<file path="src/rtl/core/ewh_div.sv">
// Iterative restoring divider: quotient of num / den, one bit per cycle
`default_nettype none
module ewh_div #(
  parameter int NW = 24,
  parameter int DW = 17
) (
  input  wire logic          clk,
  input  wire logic          rst_n,
  input  wire logic          start,
  input  wire logic [NW-1:0] num,
  input  wire logic [DW-1:0] den,
  output logic               done,
  output logic      [NW-1:0] quo
);
  localparam int CW = $clog2(NW + 1);
  logic [NW-1:0] q_r;
  logic [DW-1:0] rem_r;
  logic [DW-1:0] den_r;
  logic [CW-1:0] cnt_r;
  logic          busy_r;
  logic [DW:0]   trial;
  assign trial = {rem_r, q_r[NW-1]};
  assign quo   = q_r;
  always_ff @(posedge clk) begin
    if (!rst_n) begin
      busy_r <= 1'b0;
      done   <= 1'b0;
      cnt_r  <= '0;
    end else begin
      done <= 1'b0;
      if (start) begin
        q_r    <= num;
        rem_r  <= '0;
        den_r  <= den;
        cnt_r  <= CW'(NW);
        busy_r <= 1'b1;
      end else if (busy_r) begin
        if (trial >= {1'b0, den_r}) begin
          rem_r <= DW'(trial - {1'b0, den_r});
          q_r   <= {q_r[NW-2:0], 1'b1};
        end else begin
          rem_r <= trial[DW-1:0];
          q_r   <= {q_r[NW-2:0], 1'b0};
        end
        cnt_r <= cnt_r - 1'b1;
        if (cnt_r == CW'(1)) begin
          busy_r <= 1'b0;
          done   <= 1'b1;
        end
      end
    end
  end
endmodule
`default_nettype wire

</file>
<file path="config.mk">
export PLATFORM = sky130hd
export DESIGN_NAME = ewh_div
export DESIGN_NICKNAME = d
export VERILOG_FILES = /design/src/rtl/core/ewh_div.sv
export SDC_FILE = /design/constraint.sdc
export NUM_CORES = 1
export LEC_CHECK = 0
export ABC_AREA = 1
export BUFFER_PORTS_ARGS = -buffer_cell sky130_fd_sc_hd__buf_2
export CORE_ASPECT_RATIO = 0.75
export CORE_MARGIN = 2
export CORE_UTILIZATION = 56
export CTS_CLUSTER_DIAMETER = 200
export CTS_CLUSTER_SIZE = 24
export DETAILED_ROUTE_END_ITERATION = 7
export PLACE_DENSITY = 0.9
export SYNTH_ARGS = -nofsm -noshare
export SYNTH_HDL_FRONTEND = slang
export SYNTH_SLANG_ARGS = --single-unit
</file>
<file path="constraint.sdc">
create_clock -name clk -period 4.17 [get_ports clk]
set_clock_uncertainty 0.05 [all_clocks]
set_input_delay 0.417 -clock clk [delete_from_list [all_inputs] [get_ports clk]]
set_output_delay 0.417 -clock clk [all_outputs]
set_load 0.1 [all_outputs]
</file>
==> results.cfg, run 1 <==
[power_and_ir_drop]
ir_drop_mv = 0.314
power.total_uw = 1900
power-per-cell-area_nw_per_um2 = 421
leakagePower_uw = 0.00232

[setup_path]
slowest_stage = nor2_2
startpoint_type = flop
crit_fanout = 14
cp.required_ns = 4.32
crit_chain = ha_1, nand2_1, nand2_1, nand2_1, nand2_1, o21bai_2, nor2_2, nand2_4, inv_2, nor2_1, nor2_1
cp.arrival_ns = 2.65
end_kind = flop
path_class = flop to flop
cp_common_cell = nand2_1
max_stage_delay_ns = 0.45

[detailed_routing]
vias_per_cell = 5.12
wl_met1_um = 4220
dr_wl_met2_um = 3990
top_layer_used = met4
drc = 0
wire_per_inst_um = 14.2
num_vias = 3311
antenna_left = 0
wl_met3_um = 868
dr.pass1.iters = 5
wl_um = 9170
drt_iter0_drc = 310

[placement]
gp_congestion = 0.936
dp.cells = 631
hpwl_um = 6920
io_buffers = 68

[cells_and_area]
final_nets = 622
final_cell_mix = nand2_1 (183), inv_1 (69), buf_2 (68)
fin_util = 0.664
drive_above_1_share = 0.183
layout_commonest_cell = nand2_1
area_delta_synth_final_pct = 14.8
fillerInstances = 572
diodes = 0
final_cells = 647

[clocking]
post_cts_buffers = 0
postCtsHoldBufs = 0
clock-sinks = 65
cts_buffers = 9
clk_latency_ns = 0.35
htreeDepth = 3
ctsRootBufferMaster = clkbuf_8
clock_path_buffers = 2
cts_resized = 0
path_clk_slew_ns = 0.08
cts_tree = yes

[global_route]
track_usage = 0.256
grt_start_max_net_pins = 44
grt_pass1_vias = 3202
overflow = 0
grt_pass1_wl_um = 15200
antenna_found_initial = 0

[synth]
avgSynthCellArea_sq_um = 8.04
synth.distinct_cells = 34
syn_area_sq_um = 3930
yosysSeqAreaShare = 0.479
yosys_warnings = 0
syn_nets = 553
synth_area_leader_cell = edfxtp_1
yosys-top-cells-area = edfxtp_1 (44%), nand2_1 (17%), inv_1 (6.6%), ha_1 (6.0%), nor2_1 (5.2%)
synthCells = 489
synth-seq-cells = 65
synth_top_area_share = 0.443

[floorplan]
start_util = 0.578
coreArea_sq_um = 6800
dieArea_sq_um = 7710
rows = 26
pin_count = 69
die_y_um = 76.6
die_w_um = 101

[sta]
finalSetupViolCount = 0
grt_setup_unrepaired = false
fmaxAchievable_mhz = 400
period_minus_slack_ns = 2.50
period_share = 0.599
drv_slew = 0
relSlewSlack = 0.507
finalSetupTns_ns = 0
finalHoldViolations = 0
worstMarginPinSlew_ns = 0.739

[run]
cap_violations = 0

[min_path]
hp-class = input pin to flop

[outcome]
outcome = finished, final reports clean
metrics by stage:
step                      worst slack [ns]  hold slack, ns  area [sq um]
after detailed placement              1.69           0.432          4320
after CTS                             1.68           0.184          4510
after global placement                1.74           0.415          4320
final                                 1.67           0.194          4510
after global routing                  1.45           0.180          4510
after floorplan                      0.808           0.398          3930
power breakdown:
part	leakage, uW	internal (uW)	switching [uW]	total (uW)
sequential	0.000614	775	28.4	803
combinational	0.00161	163	396	560
clock	0.000101	279	259	539
synthesized netlist by cell type:
cell type and n:
o21bai_1 2, dfxtp_1 7, buf_6 4, nand2_4 2
ha_1 19, clkinv_1 1, buf_2 3, nor3_1 3
o21ai_0 1, o21bai_2 1, a21oi_1 10, fa_1 1
buf_1 1, nand2_2 6, nand4_1 3, xnor2_1 2
nand2_1 183, inv_1 69, xor2_1 7, nand3b_4 1
nand3_2 2, o21a_1 1, a211oi_1 1, or2_2 1
nand3_1 25, and2_1 1, nor2_2 3, a31oi_1 2
nor2_1 54, inv_2 1, clkbuf_1 3, buf_4 1
nand3b_1 10, edfxtp_1 58
per-layer routing:
layer  global-route usage  vias to the layer above
li1                     -                     1674
met1                0.377                     1473
met2                0.375                      158
met3               0.0688                        6
met4               0.0644                        0
met5                    0                        -
logic make-up (layout without fill, tap and decap cells):
group           after synthesis  after routing  share of synthesized area
compound gates               18             18                     0.0277
xor+xnor                      9              9                     0.0201
fa+ha+maj                    20             20                     0.0656
buf+inv                      83            157                     0.0888
flops                        65             65                      0.479
simple gates                294            294                      0.319
registers in the layout, summed over array words and instances, names as in the netlist:
name,cells
quo,24
den_r,17
cnt_r,5
busy_r,1
rem_r,17
done,1
final cells by class:
class / count / area [sq um] / area share
inverters: 71 / 267 / 0.0590
flip-flops and latches: 65 / 1880 / 0.417
clock buffers: 10 / 128 / 0.0283
clock inverters: 6 / 66.3 / 0.0147
multi-input cells: 341 / 1710 / 0.379
well taps: 84 / 105 / 0.0233
repair buffers: 70 / 355 / 0.0787
path summary, 6_finish.rpt:
path         slack [ns]  depth (start not counted)                      to                    start
max                1.67                         11  rem_r[6]$_SDFFCE_PP0P_  rem_r[14]$_SDFFCE_PP0P_
min                0.19                          1      den_r[6]$_DFFE_PP_                   den[6]
max reg2reg        1.67                         11  rem_r[6]$_SDFFCE_PP0P_  rem_r[14]$_SDFFCE_PP0P_
min reg2reg        0.45                          2   cnt_r[4]$_SDFFE_PN0N_    cnt_r[4]$_SDFFE_PN0N_
worst max-delay path, delay by kind of cell, from the launching register on:
| kind | cells | cell delay [ns] |
|---|---|---|
| simple gates | 8 | 1.12 |
| flops | 1 | 0.40 |
| compound gates | 1 | 0.19 |
| buf+inv | 1 | 0.21 |
| fa+ha+maj | 1 | 0.37 |
(Power assumes the default switching activity.)
==> run 2: changes to the inputs <==
- clock period: 4.17 -> 2.5 ns (I/O delays scaled with it)
==> results.cfg, run 2 (synthesis gave the netlist of run 1 again) <==
[outcome]
outcome = finished, final reports clean

[power_and_ir_drop]
ir_drop_mv = 0.440
leakagePower_uw = 0.00232
p_clk_frac = 0.255
power-per-cell-area_nw_per_um2 = 677
netSwitchingPower_uw = 1140
switching_share = 0.371
p_comb_frac = 0.308
intPower_uw = 1930
sequentialPowerShare = 0.437

[sta]
drv_slew = 0
finalHoldViolations = 0
worstMarginPinSlew_ns = 0.732
relSlewSlack = 0.511
period_share = 0.935
grt_setup_unrepaired = false
finalSetupTns_ns = 0
period_minus_slack_ns = 2.34
fin_ws_ns = 0.162
hold_ws_ns = 0.0189
finalSetupViolCount = 0
fmaxAchievable_mhz = 428

[clocking]
clock_path_buffers = 2
ctsRootBufferMaster = clkbuf_8
cts_tree = yes
htreeDepth = 3
clk_latency_ns = 0.35
cts_buffers = 9
path_clk_slew_ns = 0.08
clock-sinks = 65

[global_route]
use_met3 = 0.0743
track_usage = 0.246
grt_use_met1 = 0.357
overflow = 0
grt_pass1_wl_um = 14600
grt_start_max_net_pins = 44
antenna_found_initial = 0
grt_busiest_layer = met2
grt_pass1_vias = 3017
grtUsageMet2 = 0.359

[cells_and_area]
area_delta_synth_final_pct = 15.4
fillerInstances = 513
final_cell_mix = nand2_1 (183), buf_2 (68), inv_1 (67)
multiInputGateArea_sq_um = 1740
final_cells = 649
largest_reg_flops = 24
layout_commonest_cell = nand2_1
drive_above_1_share = 0.195
diodes = 0
seqCellArea_sq_um = 1880
fin_area_sq_um = 4540
final_nets = 624

[floorplan]
coreArea_sq_um = 6800
die_w_um = 101
dieArea_sq_um = 7710
start_util = 0.578
die_y_um = 76.6
pin_count = 69
rows = 26

[detailed_routing]
drc = 0
num_vias = 3357
vias_per_cell = 5.17
wl_um = 9050
wire_per_inst_um = 13.9
antenna_left = 0
drt_iter0_drc = 329
dr.pass1.iters = 7

[min_path]
hp-class = input pin to flop
holdPathStages = 1
worstHoldStart = den[15]

[setup_path]
max_stage_delay_ns = 0.49
end_kind = flop
slowest_stage = ha_1
cp.required_ns = 2.56
endpoint = rem_r[6]$_SDFFCE_PP0P_
r2r_start = rem_r[2]$_SDFFCE_PP0P_
cp_common_cell = nand2_2
crit_chain = ha_1, nand2_2, nand2_2, nand2_2, nand2_1, nand2_1, nand3b_4, nand2_4, nand2_4, inv_2, nor2_1, nor2_1
cp.arrival_ns = 2.39
path_class = flop to flop
r2r-end = rem_r[6]$_SDFFCE_PP0P_
crit_fanout = 14
path_delay_family = simple AND/OR/NAND/NOR gates
cp_num_cells = 12
r2r_cells = 12
setup.worst_path.start = rem_r[2]$_SDFFCE_PP0P_
reg2reg_slack_ns = 0.16
timing.critical_path.buf_inv = 1
startpoint_type = flop

[run]
cap_violations = 0

[placement]
gp_congestion = 0.914
dp.cells = 632
dpl_cell_area_sq_um = 4360
dpl_worst_slack_ns = 0.223
io_buffers = 68
hpwl_um = 6780
==> run 2: cell count changes in the layout (fill, tap and decap cells not counted), sizes merged <==
cell	delta
clkbuf	-1
dlygate4sd3	+1
buf	+1
bufinv	-1
clkinv	+2
==> run 2: power by group through the flow <==
| stage | Combinational [uW] | Sequential (uW) | Clock (uW) |
|---|---|---|---|
| floorplan | 551 | 1530 | 0 |
| global placement | 907 | 1360 | 0 |
| detailed placement | 929 | 1360 | 0 |
| CTS | 933 | 1340 | 797 |
| global route | 1030 | 1350 | 849 |
| finish | 945 | 1340 | 784 |
==> run 2: final cells by class <==
class,instances,share of cell area
Tap cell,84,0.0232
Inverter,71,0.0588
Sequential cell,65,0.415
Clock inverter,7,0.00966
Clock buffer,9,0.0273
Multi-Input combinational cell,341,0.384
Timing Repair Buffer,72,0.0822
==> run 2: per-layer routing <==
layer  wire, um  vias to the layer above
met4        142                        0
met2       3850                      159
met5          0                        -
met3        861                       13
met1       4190                     1504
li1           -                     1681
==> run 2: repair_timing <==
item / CTS / global route
resized for setup: 0 / 0
hold buffers: 0 / 1
endpoints found under the setup margin: 0 / 0
endpoints found under the hold margin: 0 / 1
setup buffers: 0 / 0
==> run 2: worst min path at each step <==
| stage | end | slack, ns |
|---|---|---|
| floorplan | den_r[0]$_DFFE_PP_ | 0.30 |
| global placement | den_r[13]$_DFFE_PP_ | 0.38 |
| detailed placement | den_r[10]$_DFFE_PP_ | 0.38 |
| CTS | den_r[15]$_DFFE_PP_ | 0.004 |
| global route | den_r[15]$_DFFE_PP_ | 0.0008 |
| finish | den_r[15]$_DFFE_PP_ | 0.02 |
==> run 2: metrics by stage <==
| step | util | power, uW |
|---|---|---|
| finish | 0.667 | 3070 |
| global placement | 0.641 | 2260 |
| CTS | 0.666 | 3070 |
| floorplan | - | 2080 |
| global route | 0.667 | 3230 |
| detailed placement | 0.641 | 2290 |
==> run 3: changes to the inputs <==
- HOLD_SLACK_MARGIN: default -> 0.05
==> results.cfg, run 3 (synthesis gave the netlist of run 1 again) <==
[sta]
relSlewSlack = 0.507
finalSetupViolCount = 0
period_share = 0.935
fin_ws_ns = 0.163
period_minus_slack_ns = 2.34
grt_setup_unrepaired = false
finalHoldViolations = 0
finalSetupTns_ns = 0
fmaxAchievable_mhz = 428
drv_slew = 0
worstMarginPinSlew_ns = 0.739

[cells_and_area]
final_cells = 665
diodes = 0
final_nets = 640
area_delta_synth_final_pct = 19.4
layout_commonest_cell = nand2_1
drive_above_1_share = 0.189
final_cell_mix = nand2_1 (183), buf_2 (68), inv_1 (67)
largest_reg_flops = 24
fin_util = 0.691

[floorplan]
die_w_um = 101
coreArea_sq_um = 6800
dieArea_sq_um = 7710
die_y_um = 76.6
pin_count = 69
start_util = 0.578
rows = 26

[detailed_routing]
vias_per_cell = 5.15
num_vias = 3424
wl_met1_um = 4280
drc = 0
antenna_left = 0
wire_per_inst_um = 13.9
top_layer_used = met4
dr.pass1.iters = 5
drt_iter0_drc = 330
dr_wl_met2_um = 4000
wl_um = 9220
wl_met3_um = 798

[setup_path]
max_stage_delay_ns = 0.49
cp.required_ns = 2.56
cp_common_cell = nand2_2
cp.arrival_ns = 2.39
crit_fanout = 14
path_class = flop to flop
startpoint_type = flop
end_kind = flop
crit_chain = ha_1, nand2_2, nand2_2, nand2_2, nand2_1, nand2_1, nand3b_4, nand2_4, nand2_4, inv_2, nor2_1, nor2_1
slowest_stage = ha_1
r2r_cells = 12

[power_and_ir_drop]
leakagePower_uw = 0.00239
power-per-cell-area_nw_per_um2 = 659
ir_drop_mv = 0.442

[clocking]
ctsRootBufferMaster = clkbuf_8
clock_path_buffers = 2
cts_tree = yes
htreeDepth = 3
clock-sinks = 65
clk_latency_ns = 0.35
cts_resized = 0
cts_buffers = 9
post_cts_buffers = 0
path_clk_slew_ns = 0.08

[placement]
io_buffers = 68
dp.cells = 632
hpwl_um = 6780
dpl_worst_slack_ns = 0.223
gp_congestion = 0.914

[global_route]
grt_start_max_net_pins = 44
track_usage = 0.250
grt_pass1_vias = 3080
grt_pass1_wl_um = 14800
overflow = 0
antenna_found_initial = 0

[run]
cap_violations = 0

[min_path]
hp-class = input pin to flop
holdPathStages = 3

[outcome]
outcome = finished, final reports clean
==> run 3: worst paths after layout <==
check | from | endpoint | slack, ns
worst min register to register | cnt_r[4]$_SDFFE_PN0N_ | cnt_r[4]$_SDFFE_PN0N_ | 0.45
worst max-delay path | rem_r[2]$_SDFFCE_PP0P_ | rem_r[6]$_SDFFCE_PP0P_ | 0.16
worst min-delay path | num[5] | quo[5]$_DFFE_PP_ | 0.11
worst max register to register | rem_r[2]$_SDFFCE_PP0P_ | rem_r[6]$_SDFFCE_PP0P_ | 0.16
==> run 3: per-layer routing <==
metal | GRT usage | vias to the layer above
met2 | 0.369 | 171
met4 | 0.0685 | 0
met3 | 0.0706 | 12
li1 | - | 1712
met5 | 0 | -
met1 | 0.360 | 1529
==> run 3: what timing repair did <==
| action | 4_1_cts | 5_1_grt |
|---|---|---|
| endpoints found under the hold margin | 17 | 0 |
| endpoints found under the setup margin | 0 | 0 |
| hold buffers | 17 | 0 |
==> run 3: critical path, delay by kind of cell (launching register included) <==
kind | cells | cell delay, ns
buffers and inverters | 1 | 0.12
flip-flops | 1 | 0.47
AND/OR/NAND/NOR | 10 | 0.95
adder cells (fa/ha/maj) | 1 | 0.49
==> run 3: layout make-up <==
| class | count | area, sq um |
|---|---|---|
| Multi-Input combinational cell | 341 | 1740 |
| Inverter | 71 | 267 |
| Clock buffer | 9 | 124 |
| Fill cell | 498 | 2100 |
| Timing Repair Buffer | 88 | 533 |
| Tap cell | 84 | 105 |
| Sequential cell | 65 | 1880 |
| Clock inverter | 7 | 43.8 |
==> run 3: where the power goes <==
part | total (uW) | switching, uW | leakage (uW) | internal [uW]
Sequential | 1340 | 49.1 | 0.000614 | 1290
Clock | 789 | 432 | 0.0000888 | 358
Combinational | 965 | 666 | 0.00168 | 299
Total | 3100 | 1150 | 0.00239 | 1950
==> run 3: stage by stage <==
step           area, sq um  total power [uW]  hold WS, ns
2_1_floorplan         3970              2080        0.299
3_3_place_gp          4360              2260        0.378
3_5_place_dp          4360              2290        0.378
4_1_cts               4700              3090        0.105
5_1_grt               4700              3250        0.110
6_report              4700              3100        0.112
